--- src/hdl/msd_pkg.sv ---
// ----------------------------------------------------------------------------
// msd_pkg
// Shared types and codes for the message stream deframer: byte classes,
// the request passed from front to back, the result record and event codes.
// ----------------------------------------------------------------------------
`default_nettype none

package msd_pkg;

  // Type bytes
  localparam logic [7:0] TYPE_INIT  = 8'h69;  // 'i'
  localparam logic [7:0] TYPE_GATH  = 8'h67;  // 'g'
  localparam logic [7:0] TYPE_BCAST = 8'h62;  // 'b'
  localparam logic [7:0] TYPE_KEEP  = 8'h6b;  // 'k'

  // Event codes
  localparam logic [2:0] EV_SERIES  = 3'd0;
  localparam logic [2:0] EV_BODY    = 3'd1;
  localparam logic [2:0] EV_INIT    = 3'd2;
  localparam logic [2:0] EV_HEADER  = 3'd3;
  localparam logic [2:0] EV_BADTYPE = 3'd4;

  // Message kinds
  localparam logic [1:0] KIND_INIT  = 2'd0;
  localparam logic [1:0] KIND_GATH  = 2'd1;
  localparam logic [1:0] KIND_BCAST = 2'd2;

  // Class of a byte if it were seen in place of a type byte
  typedef enum logic [2:0] {
    CLS_INIT,
    CLS_GATH,
    CLS_BCAST,
    CLS_KEEP,
    CLS_OTHER
  } byte_class_e;

  typedef struct packed {
    logic [7:0]  data_byte;
    logic        chunk_end;
    byte_class_e cls;
  } tok_t;

  typedef struct packed {
    logic [2:0]  event_res;
    logic [1:0]  msg_kind;
    logic [31:0] value;
    logic [31:0] position;
    logic        last;
  } res_t;

  function automatic byte_class_e classify(input logic [7:0] b);
    byte_class_e c;
    c = CLS_OTHER;
    if (b == TYPE_INIT) begin
      c = CLS_INIT;
    end else if (b == TYPE_GATH) begin
      c = CLS_GATH;
    end else if (b == TYPE_BCAST) begin
      c = CLS_BCAST;
    end else if (b == TYPE_KEEP) begin
      c = CLS_KEEP;
    end
    return c;
  endfunction

endpackage

`default_nettype wire

--- src/hdl/msd_front.sv ---
// ----------------------------------------------------------------------------
// msd_front
// Accepts stream bytes, tags each with its type-byte class and holds them
// in a two-entry queue for the parser.
// ----------------------------------------------------------------------------
`default_nettype none

module msd_front (
  input  wire             clk_i,
  input  wire             rst_ni,
  input  wire             push,
  output logic            full,
  input  wire  [7:0]      data_byte_i,
  input  wire             chunk_end_i,
  output logic            tok_valid_o,
  output msd_pkg::tok_t   tok_o,
  input  wire             tok_take_i
);

  msd_pkg::tok_t slot_q [2];
  logic          wr_ptr_q, wr_ptr_d;
  logic          rd_ptr_q, rd_ptr_d;
  logic [1:0]    count_q, count_d;
  logic          wr_en;
  logic          rd_en;

  assign full        = (count_q == 2'd2);
  assign tok_valid_o = (count_q != 2'd0);
  assign tok_o       = slot_q[rd_ptr_q];

  assign wr_en = push && !full;
  assign rd_en = tok_take_i && tok_valid_o;

  always_comb begin
    wr_ptr_d = wr_ptr_q;
    rd_ptr_d = rd_ptr_q;
    count_d  = count_q;
    if (wr_en) begin
      wr_ptr_d = ~wr_ptr_q;
    end
    if (rd_en) begin
      rd_ptr_d = ~rd_ptr_q;
    end
    unique case ({wr_en, rd_en})
      2'b10:   count_d = count_q + 2'd1;
      2'b01:   count_d = count_q - 2'd1;
      default: count_d = count_q;
    endcase
  end

  always_ff @(posedge clk_i or negedge rst_ni) begin
    if (!rst_ni) begin
      wr_ptr_q <= 1'b0;
      rd_ptr_q <= 1'b0;
      count_q  <= 2'd0;
    end else begin
      wr_ptr_q <= wr_ptr_d;
      rd_ptr_q <= rd_ptr_d;
      count_q  <= count_d;
    end
  end

  always_ff @(posedge clk_i) begin
    if (wr_en) begin
      slot_q[wr_ptr_q].data_byte <= data_byte_i;
      slot_q[wr_ptr_q].chunk_end <= chunk_end_i;
      slot_q[wr_ptr_q].cls       <= msd_pkg::classify(data_byte_i);
    end
  end

endmodule

`default_nettype wire

--- src/hdl/msd_back.sv ---
// ----------------------------------------------------------------------------
// msd_back
// Parser state machine: walks each message layout byte by byte and
// produces at most one result per request taken.
// ----------------------------------------------------------------------------
`default_nettype none

module msd_back (
  input  wire             clk_i,
  input  wire             rst_ni,
  input  wire             tok_valid_i,
  input  msd_pkg::tok_t   tok_i,
  output logic            tok_take_o,
  input  wire             res_full_i,
  output logic            res_push_o,
  output msd_pkg::res_t   res_o
);

  localparam logic [3:0] PH_IDLE    = 4'd0;
  localparam logic [3:0] PH_RANK    = 4'd1;
  localparam logic [3:0] PH_SLEN    = 4'd2;
  localparam logic [3:0] PH_SERIES  = 4'd3;
  localparam logic [3:0] PH_BLEN    = 4'd4;
  localparam logic [3:0] PH_BODY    = 4'd5;
  localparam logic [3:0] PH_DISCARD = 4'd6;

  logic [3:0]  phase_q, phase_d;
  logic [1:0]  kind_q, kind_d;
  logic [7:0]  series_q, series_d;
  logic [31:0] accum_q, accum_d;
  logic [31:0] index_q, index_d;

  logic [31:0] accum_shift;
  logic [31:0] idx_inc;
  logic [7:0]  b;

  assign tok_take_o  = tok_valid_i && !res_full_i;
  assign b           = tok_i.data_byte;
  assign accum_shift = {accum_q[23:0], b};
  assign idx_inc     = index_q + 32'd1;

  always_comb begin
    phase_d    = phase_q;
    kind_d     = kind_q;
    series_d   = series_q;
    accum_d    = accum_q;
    index_d    = index_q;
    res_push_o = 1'b0;
    res_o      = '0;
    if (tok_take_o) begin
      unique case (phase_q)
        PH_RANK: begin
          accum_d = accum_shift;
          index_d = idx_inc;
          if (idx_inc >= 32'd4) begin
            phase_d  = PH_IDLE;
            kind_d   = msd_pkg::KIND_INIT;
            series_d = 8'd0;
            accum_d  = 32'd0;
            index_d  = 32'd0;
            res_push_o      = 1'b1;
            res_o.event_res = msd_pkg::EV_INIT;
            res_o.msg_kind  = msd_pkg::KIND_INIT;
            res_o.value     = accum_shift;
            res_o.last      = 1'b1;
          end
        end
        PH_SLEN: begin
          series_d = b;
          index_d  = 32'd0;
          accum_d  = 32'd0;
          phase_d  = (b == 8'd0) ? PH_BLEN : PH_SERIES;
        end
        PH_SERIES: begin
          index_d = idx_inc;
          if (idx_inc >= {24'd0, series_q}) begin
            index_d = 32'd0;
            accum_d = 32'd0;
            phase_d = PH_BLEN;
          end
          res_push_o      = 1'b1;
          res_o.event_res = msd_pkg::EV_SERIES;
          res_o.msg_kind  = kind_q;
          res_o.value     = {24'd0, b};
          res_o.position  = index_q;
        end
        PH_BLEN: begin
          accum_d = accum_shift;
          index_d = idx_inc;
          if (idx_inc >= 32'd4) begin
            index_d         = 32'd0;
            res_push_o      = 1'b1;
            res_o.event_res = msd_pkg::EV_HEADER;
            res_o.msg_kind  = kind_q;
            res_o.value     = accum_shift;
            if (accum_shift == 32'd0) begin
              // empty body: header closes the message
              phase_d    = PH_IDLE;
              kind_d     = msd_pkg::KIND_INIT;
              series_d   = 8'd0;
              accum_d    = 32'd0;
              res_o.last = 1'b1;
            end else begin
              phase_d = PH_BODY;
            end
          end
        end
        PH_BODY: begin
          res_push_o      = 1'b1;
          res_o.event_res = msd_pkg::EV_BODY;
          res_o.msg_kind  = kind_q;
          res_o.value     = {24'd0, b};
          res_o.position  = index_q;
          if (idx_inc >= accum_q) begin
            res_o.last = 1'b1;
            phase_d    = PH_IDLE;
            kind_d     = msd_pkg::KIND_INIT;
            series_d   = 8'd0;
            accum_d    = 32'd0;
            index_d    = 32'd0;
          end else begin
            index_d = idx_inc;
          end
        end
        PH_DISCARD: begin
          if (tok_i.chunk_end) begin
            phase_d  = PH_IDLE;
            kind_d   = msd_pkg::KIND_INIT;
            series_d = 8'd0;
            accum_d  = 32'd0;
            index_d  = 32'd0;
          end
        end
        default: begin
          // idle, and any unused phase code
          phase_d  = PH_IDLE;
          kind_d   = msd_pkg::KIND_INIT;
          series_d = 8'd0;
          accum_d  = 32'd0;
          index_d  = 32'd0;
          unique case (tok_i.cls)
            msd_pkg::CLS_INIT: begin
              phase_d = PH_RANK;
            end
            msd_pkg::CLS_GATH: begin
              kind_d  = msd_pkg::KIND_GATH;
              phase_d = PH_SLEN;
            end
            msd_pkg::CLS_BCAST: begin
              kind_d  = msd_pkg::KIND_BCAST;
              phase_d = PH_SLEN;
            end
            msd_pkg::CLS_KEEP: begin
              phase_d = PH_IDLE;
            end
            default: begin
              if (!tok_i.chunk_end) begin
                phase_d = PH_DISCARD;
              end
              res_push_o      = 1'b1;
              res_o.event_res = msd_pkg::EV_BADTYPE;
              res_o.value     = {24'd0, b};
            end
          endcase
        end
      endcase
    end
  end

  always_ff @(posedge clk_i or negedge rst_ni) begin
    if (!rst_ni) begin
      phase_q  <= PH_IDLE;
      kind_q   <= 2'd0;
      series_q <= 8'd0;
      accum_q  <= 32'd0;
      index_q  <= 32'd0;
    end else begin
      phase_q  <= phase_d;
      kind_q   <= kind_d;
      series_q <= series_d;
      accum_q  <= accum_d;
      index_q  <= index_d;
    end
  end

endmodule

`default_nettype wire

--- src/hdl/msd_out_queue.sv ---
// ----------------------------------------------------------------------------
// msd_out_queue
// Two-entry result queue between the parser and the result ports.
// ----------------------------------------------------------------------------
`default_nettype none

module msd_out_queue (
  input  wire             clk_i,
  input  wire             rst_ni,
  input  wire             res_push_i,
  input  msd_pkg::res_t   res_i,
  output logic            res_full_o,
  output logic            empty,
  input  wire             pop,
  output msd_pkg::res_t   res_o
);

  msd_pkg::res_t slot_q [2];
  logic          wr_ptr_q, wr_ptr_d;
  logic          rd_ptr_q, rd_ptr_d;
  logic [1:0]    count_q, count_d;
  logic          wr_en;
  logic          rd_en;

  assign res_full_o = (count_q == 2'd2);
  assign empty      = (count_q == 2'd0);
  assign res_o      = slot_q[rd_ptr_q];

  assign wr_en = res_push_i && !res_full_o;
  assign rd_en = pop && !empty;

  always_comb begin
    wr_ptr_d = wr_ptr_q;
    rd_ptr_d = rd_ptr_q;
    if (wr_en) begin
      wr_ptr_d = ~wr_ptr_q;
    end
    if (rd_en) begin
      rd_ptr_d = ~rd_ptr_q;
    end
    unique case ({wr_en, rd_en})
      2'b10:   count_d = count_q + 2'd1;
      2'b01:   count_d = count_q - 2'd1;
      default: count_d = count_q;
    endcase
  end

  always_ff @(posedge clk_i or negedge rst_ni) begin
    if (!rst_ni) begin
      wr_ptr_q <= 1'b0;
      rd_ptr_q <= 1'b0;
      count_q  <= 2'd0;
    end else begin
      wr_ptr_q <= wr_ptr_d;
      rd_ptr_q <= rd_ptr_d;
      count_q  <= count_d;
    end
  end

  always_ff @(posedge clk_i) begin
    if (wr_en) begin
      slot_q[wr_ptr_q] <= res_i;
    end
  end

endmodule

`default_nettype wire

--- src/hdl/message_stream_deframer.sv ---
// ----------------------------------------------------------------------------
// message_stream_deframer
// Splits a byte stream into init, gather and broadcast messages; series and
// body bytes leave with their index, bad type bytes are reported.
// ----------------------------------------------------------------------------
// A request is registered in the input queue, its result in the result queue.
// Throughput: one byte per cycle while the result queue is not full.
// Both full: a pop frees a result slot, a byte moves on, then full falls.
// Reset (rst_ni low, async): queues empty, parser idle awaiting a type byte.
`default_nettype none

module message_stream_deframer (
  input  wire         clk_i,
  input  wire         rst_ni,
  input  wire         push,
  output logic        full,
  input  wire  [7:0]  data_byte_i,
  input  wire         chunk_end_i,
  output logic        empty,
  input  wire         pop,
  output logic [2:0]  event_res_o,
  output logic [1:0]  msg_kind_o,
  output logic [31:0] value_o,
  output logic [31:0] position_o,
  output logic        last_o
);

  logic          tok_valid;
  msd_pkg::tok_t tok;
  logic          tok_take;
  logic          res_full;
  logic          res_push;
  msd_pkg::res_t res_in;
  msd_pkg::res_t res_out;

  msd_front u_front (
    .clk_i       (clk_i),
    .rst_ni      (rst_ni),
    .push        (push),
    .full        (full),
    .data_byte_i (data_byte_i),
    .chunk_end_i (chunk_end_i),
    .tok_valid_o (tok_valid),
    .tok_o       (tok),
    .tok_take_i  (tok_take)
  );

  msd_back u_back (
    .clk_i       (clk_i),
    .rst_ni      (rst_ni),
    .tok_valid_i (tok_valid),
    .tok_i       (tok),
    .tok_take_o  (tok_take),
    .res_full_i  (res_full),
    .res_push_o  (res_push),
    .res_o       (res_in)
  );

  msd_out_queue u_out_queue (
    .clk_i      (clk_i),
    .rst_ni     (rst_ni),
    .res_push_i (res_push),
    .res_i      (res_in),
    .res_full_o (res_full),
    .empty      (empty),
    .pop        (pop),
    .res_o      (res_out)
  );

  assign event_res_o = res_out.event_res;
  assign msg_kind_o  = res_out.msg_kind;
  assign value_o     = res_out.value;
  assign position_o  = res_out.position;
  assign last_o      = res_out.last;

endmodule

`default_nettype wire

--- config.mk ---
export PLATFORM = sky130hd
export DESIGN_NAME = message_stream_deframer
export DESIGN_NICKNAME = d
export VERILOG_FILES = /design/src/hdl/msd_pkg.sv /design/src/hdl/msd_front.sv /design/src/hdl/msd_back.sv /design/src/hdl/msd_out_queue.sv /design/src/hdl/message_stream_deframer.sv
export SDC_FILE = /design/constraint.sdc
export NUM_CORES = 1
export LEC_CHECK = 0
export BUFFER_PORTS_ARGS = -buffer_cell sky130_fd_sc_hd__buf_2
export CORE_MARGIN = 4
export CORE_UTILIZATION = 52
export CTS_CLUSTER_DIAMETER = 200
export DETAILED_ROUTE_END_ITERATION = 6
export PLACE_DENSITY = 0.7
export SYNTH_ARGS = -nofsm -noshare
export SYNTH_HDL_FRONTEND = slang
export SYNTH_HIERARCHICAL = 1
export SYNTH_SLANG_ARGS = --single-unit
--- constraint.sdc ---
create_clock -name clk_i -period 13.3 [get_ports clk_i]
set_input_delay 0.665 -clock clk_i [delete_from_list [all_inputs] [get_ports clk_i]]
set_output_delay 0.665 -clock clk_i [all_outputs]
set_load 0.02 [all_outputs]
==> Word level (Yosys, flattened, before mapping) <==
Memories as Yosys holds them, arrays and structs flattened.
Index checks and enable logic that the tools add are counted.
W data, S select, Z words.
{ "classes": {"eq_ne": 25, "mux": 62, "n_lt_le_gt_ge": 3, "n_bitwise": 6, "addsub": 5, "reduce_logical": 27} }
{ "op_table": {"columns": ["operator", "n"], "rows": [
  ["$mux W32", 10],
  ["$pmux W32 S4", 2],
  ["$pmux W32 S5", 1],
  ["$mux W36", 2],
  ["$mux W70", 1],
  ["$mux W8", 6],
  ["$pmux W8 S6", 1],
  ["$add A32 B1 Y32 const B", 1],
  ["$eq A8 B7 Y1 const B", 4],
  ["$ge A32 B3 Y1 const B", 1],
  ["$ge A32 B32 Y1", 1],
  ["$ge A32 B8 Y1", 1],
  ["$logic_not A32 Y1", 1],
  ["$mux W3", 9],
  ["$pmux W4 S6", 1],
  ["$mux W4", 5],
  ["$reduce_and A7 Y1", 2],
  ["$eq A4 B3 Y1 const B", 3],
  ["$ne A2 B1 Y1 const B", 6],
  ["$pmux W2 S2", 3],
  ["$pmux W3 S4", 1],
  ["$mux W1", 10],
  ["$mux W2", 5],
  ["$pmux W2 S5", 1],
  ["24 further kinds", 50]
]} }
{ "totals": {"elab_cells": 141, "mem_count": 2, "mem_bits_rw": 164, "inputBits": 13, "output_inout_bits": 72, "register_bits": 86} }
{ "mem_list": {"columns": ["memory", "words", "word_bits", "read_ports", "rd_clocked_by_memory_dff", "write_ports", "line", "rtl"], "rows": [
  ["u_out_queue.slot_q", 2, 70, 1, 0, 1, "msd_out_queue.sv:18", "msd_pkg::res_t slot_q [2];"],
  ["u_front.slot_q", 2, 12, 1, 0, 1, "msd_front.sv:20", "msd_pkg::tok_t slot_q [2];"]
]} }

==> Longest topological paths before layout <==
An unclocked memory read counts as a cell.
{ "depth": {"depth_word": 9, "ltp_mapped": 19, "ltp_nobuf": 17} }

==> Cells and area by module <==
Netlist, hierarchy kept.
{ "by_module_without_submodules": {"columns": ["module", "n_inst", "cells_each", "area_per_inst_um2"], "rows": [
  ["msd_back", 1, 720, 6309.8],
  ["msd_out_queue", 1, 236, 5599.1],
  ["msd_front", 1, 67, 1138.6]
]} }

==> Least setup slack after synthesis <==
No wires, ideal clock.
{ "synth_timing": {"path_type": "reg2reg", "from": "register u_back.index_q[0]", "to": "memory u_out_queue/slot_q[0][0] (netlist bit), enable pin", "path_buffers": 1, "setup_time_ps": 499, "stages_incl_launch_ff": 14, "required_ps": 12801, "period_less_slack_ps": 6237, "t_arrival_ps": 5739, "path_slack_ps": 7063, "cell_sequence": "dfrtp_1 -> ha_1 -> nand3_4 -> or4_4 -> nor3_1 -> o31a_1 -> a31oi_1 -> nand4_2 -> or2_1 -> buf_6 -> o22ai_1 -> o21ai_2 -> nand2_1 -> nor2_1"} }
{ "synth_via": {"elab_chain_len": 8} }
{ "synth_lines": {"columns": ["item", "line", "rtl"], "rows": [
  ["start, declared", "msd_back.sv:31", "logic [31:0] index_q, index_d;"],
  ["start signal, assigned", "msd_back.sv:182", "index_q <= index_d;"],
  ["$add A32 B1 Y32", "msd_back.sv:40", "assign idx_inc = index_q + 32'd1;"],
  ["$ge A32 B3 Y1", "msd_back.sv:55, msd_back.sv:90", null],
  ["$mux W1", "msd_back.sv:55, msd_back.sv:90", null],
  ["$pmux W1 S3", "msd_back.sv:51", "unique case (phase_q)"],
  ["$mux W1", "msd_back.sv:50", "if (tok_take_o) begin"],
  ["net res_push", "message_stream_deframer.sv:32", "logic res_push;"],
  ["$logic_and A1 B1 Y1", "msd_out_queue.sv:29", "assign wr_en = res_push_i && !res_full_o;"],
  ["$mux W1", "msd_out_queue.sv:61", "if (wr_en) begin"],
  ["$mux W1 (not written as such)", "msd_out_queue.sv:62", "slot_q[wr_ptr_q] <= res_i;"],
  ["end, declared", "msd_out_queue.sv:18", null]
]} }
The timed path passes the listed nets, and every way through them passes these cells.

==> Worst setup path after layout <==
{ "layout_timing": {"from": "register u_back.index_q[0]", "to": "register u_back.index_q[20]"} }
{ "layout_via": {"elab_chain_len": 4, "word_cells_on_any_way": 8} }
{ "layout_lines": {"columns": ["item", "line", "rtl"], "rows": [
  ["$add A32 B1 Y32 *", "msd_back.sv:40", null],
  ["$ge A32 B32 Y1, or another cell as far along", "msd_back.sv:114", "if (idx_inc >= accum_q) begin"],
  ["$mux W32 (on tied branches)", null, null],
  ["$pmux W32 S4 *", "msd_back.sv:51", null]
]} }
Every way passes the cells marked *; elsewhere a longest branch is shown, timed or not.
A chain may end at the register's enable or synchronous reset.

==> qor.txt <==
synth warn: 6
RePlAce Congestion: 0.923
largest net degree at the start of global routing: 59
synthesized area: 0.0130 mm2
final core utilization: 0.587
slowest stage delay, CP: 640 ps
final setup skew: 26.7 ps
Synth Flop Type: edfxtp_1
Area after DPL: 0.0136 mm2
reg2reg path depth: 17
PD cells: 232 mW/mm2
total gr overflow: 0
worst skew pair latency: 540 ps
Die ar.: 0.0277 mm2
Final #Nets: 1139
post-synthesis cell type count: 82
CTS tree: built
Max clock buf depth: 3
Least-Margin Pin Slew: 1070 ps
Reg2Reg Setup Slack: 7760 ps
status: completed
Placed Instances: 1379
initial antenna violation count: 0
Async SR Flop Fraction: 0.341
Seq/Total Area, Yosys: 0.540
Final Power: 3.34 mW
FF+latch count, synth: 249
reg2reg end: u_back/index_q[20]
Crit-path slowest cell: a221o_2
Hold Buf Count CTS: 0
CP Data Arrival Time: 5950 ps
CTS Buf Count: 25
path type of the worst setup path: reg -> reg
Setup crit end kind: register
final worst path period share: 0.416
drt total wl: 28600 um
syn nets: 1080
Layout fillers: 1984
ratio of cells with drive above 1 in the final layout: 0.237
Hold Crit Class: in -> async
DRT iter0 DRCs: 790
leading area contributor after synthesis: edfxtp_1
# port buffers: 84
Final Cell Area: 0.0144 mm2
FMAX: 0.181 GHz
vias in the first global route: 8199
Final Hold Viols: 0
leakage: 5.98 nW
TNS Setup: 0 ps
Startpoint Class: register
Sequential Area: 0.00706 mm2
Syn-to-layout area delta: 10.4%
first-pass GRT wire length: 45300 um
Pre-antenna DRT Iters: 5
Post-synth top cells: 164 x edfxtp_1, 85 x dfrtp_1, 69 x mux2_4
count leader, synth: edfxtp_1
Post-route DRC: 0
I/O pin count: 85
# diodes: 0
Req. time, crit path: 13720 ps
VDD IR max: 0.000110 V
Die Ht: 166 um
top cells by area, synth: edfxtp_1 38%, dfrtp_1 16%, mux2_4 7.9%
Sink Count: 249
footprint of the multi-input gates: 0.00541 mm2
core area: 0.0245 mm2
syn_area_per_cell: 12.8 um2
RSZ-0062 raised after global routing: no
wire per inst: 20.1 um
Worst R2R Start: u_back/index_q[0]
Vias: 8462
H-tree level count: 1
Die Wd: 166 um
setup ws final: 7760 ps
GRT Util Overall: 0.199
endpoints failing setup: 0
Slew HR: 0.282
Mapped Cells: 1023
initial core utilization: 0.532
hold slack: 53.6 ps
Crit Path Max Fanout: 32
clock transition at the registers of the reported paths: 60 ps
Max Cap Viol: 0
Period minus WS final: 5540 ps
postcts setup bufs: 0
Max Slew Vio Count: 0
worst-path cell chain: ha_1 > nand3_4 > or4_4 > nor3_4 > nand3_1 > xnor2_1 > ha_1 > a21o_1 > a21o_1 > a21oi_1 > o21ai_0 > a221oi_1 > nand4_1 > o31ai_2 > a221o_2 > nand2_1 > o31ai_1
DP Worst Slack: 7800 ps
CTS resizes: 0
hpwl dp: 19600 um
Post-synth EDFFs: 164
Yosys top cell area share: 0.377
Rows: 57
vias per inst: 5.94
root buf cell: clkbuf_16
DRT antenna net count: 0
Non-Filler Instances: 1425
worst max-delay path by stage:
stage,depth (start not counted),end,from
3_3_place_gp,17,u_back/index_q[20],u_back/index_q[0]
2_1_floorplan,13,u_out_queue/slot_q[0][0],u_back/index_q[0]
4_1_cts,17,u_back/index_q[20],u_back/index_q[0]
3_5_place_dp,17,u_back/index_q[20],u_back/index_q[0]
5_1_grt,17,u_back/index_q[20],u_back/index_q[0]
6_report,17,u_back/index_q[20],u_back/index_q[0]
layer usage:
layer / global-route usage / routed length (um) / share of wire
met1: 0.294 / 13200 / 0.46
met2: 0.320 / 13300 / 0.47
met3: 0.0286 / 1710 / 0.060
met4: 0.0384 / 430 / 0.015
met5: 0 / 0 / 0
registers in the layout (all words and copies together) (netlist names), 2 cells and up:
signal	count
u_back/accum_q	32
u_back/index_q	32
u_back/kind_q	2
u_back/phase_q	3
u_back/series_q	8
u_front/count_q	2
u_front/slot_q	24
u_out_queue/count_q	2
u_out_queue/slot_q	140
power breakdown:
part	internal (mW)	leakage (nW)	switching (mW)	total, mW
logic	0.538	2.90	0.853	1.39
registers	1.08	2.68	0.155	1.24
clock network	0.422	0.401	0.288	0.710
total	2.04	5.98	1.30	3.34
logic make-up after synthesis:
kind of cell	count (synthesis)	share of synthesized area
simple gates	312	0.142
flops	249	0.540
compound gates	168	0.101
buf+inv	115	0.0470
mux	94	0.100
fa+ha+maj	44	0.0422
xor+xnor	41	0.0275
layout make-up:
type / instances / area share
clock inverters: 18 / 0.0136
multi-input cells: 659 / 0.376
flip-flops and latches: 249 / 0.490
clock buffers: 28 / 0.0442
inverters: 54 / 0.0141
well taps: 324 / 0.0282
repair buffers: 93 / 0.0341
worst max-delay path, delay by kind of cell, from the launching register on:
| family | cells | cell delay, ps |
|---|---|---|
| adder cells (fa/ha/maj) | 2 | 550 |
| AO/OA/AOI/OAI | 8 | 2170 |
| AND/OR/NAND/NOR | 6 | 2000 |
| flip-flops | 1 | 500 |
| XOR/XNOR | 1 | 180 |
cells in the final DEF, fill, tap and decap left out, types with 7 or more instances in the layout:
| cell type | count |
|---|---|
| edfxtp_1 | 164 |
| dfrtp_1 | 84 |
| buf_2 | 83 |
| mux2_4 | 69 |
| and2_1 | 53 |
| inv_1 | 52 |
| nand2_1 | 49 |
| a22o_1 | 48 |
| ha_1 | 44 |
| nor2_1 | 40 |
| nor3_1 | 38 |
| nand3_1 | 32 |
| xnor2_1 | 26 |
| clkbuf_16 | 25 |
| a21oi_1 | 22 |
| nor4_1 | 17 |
| o21ai_0 | 17 |
| xor2_1 | 15 |
| and3_1 | 14 |
| nand4_1 | 14 |
| mux2_2 | 14 |
| a21o_1 | 13 |
| a31oi_1 | 12 |
| buf_4 | 10 |
| mux2i_1 | 10 |
| and4_1 | 7 |
| o31ai_2 | 7 |
(Power assumes the default switching activity.)
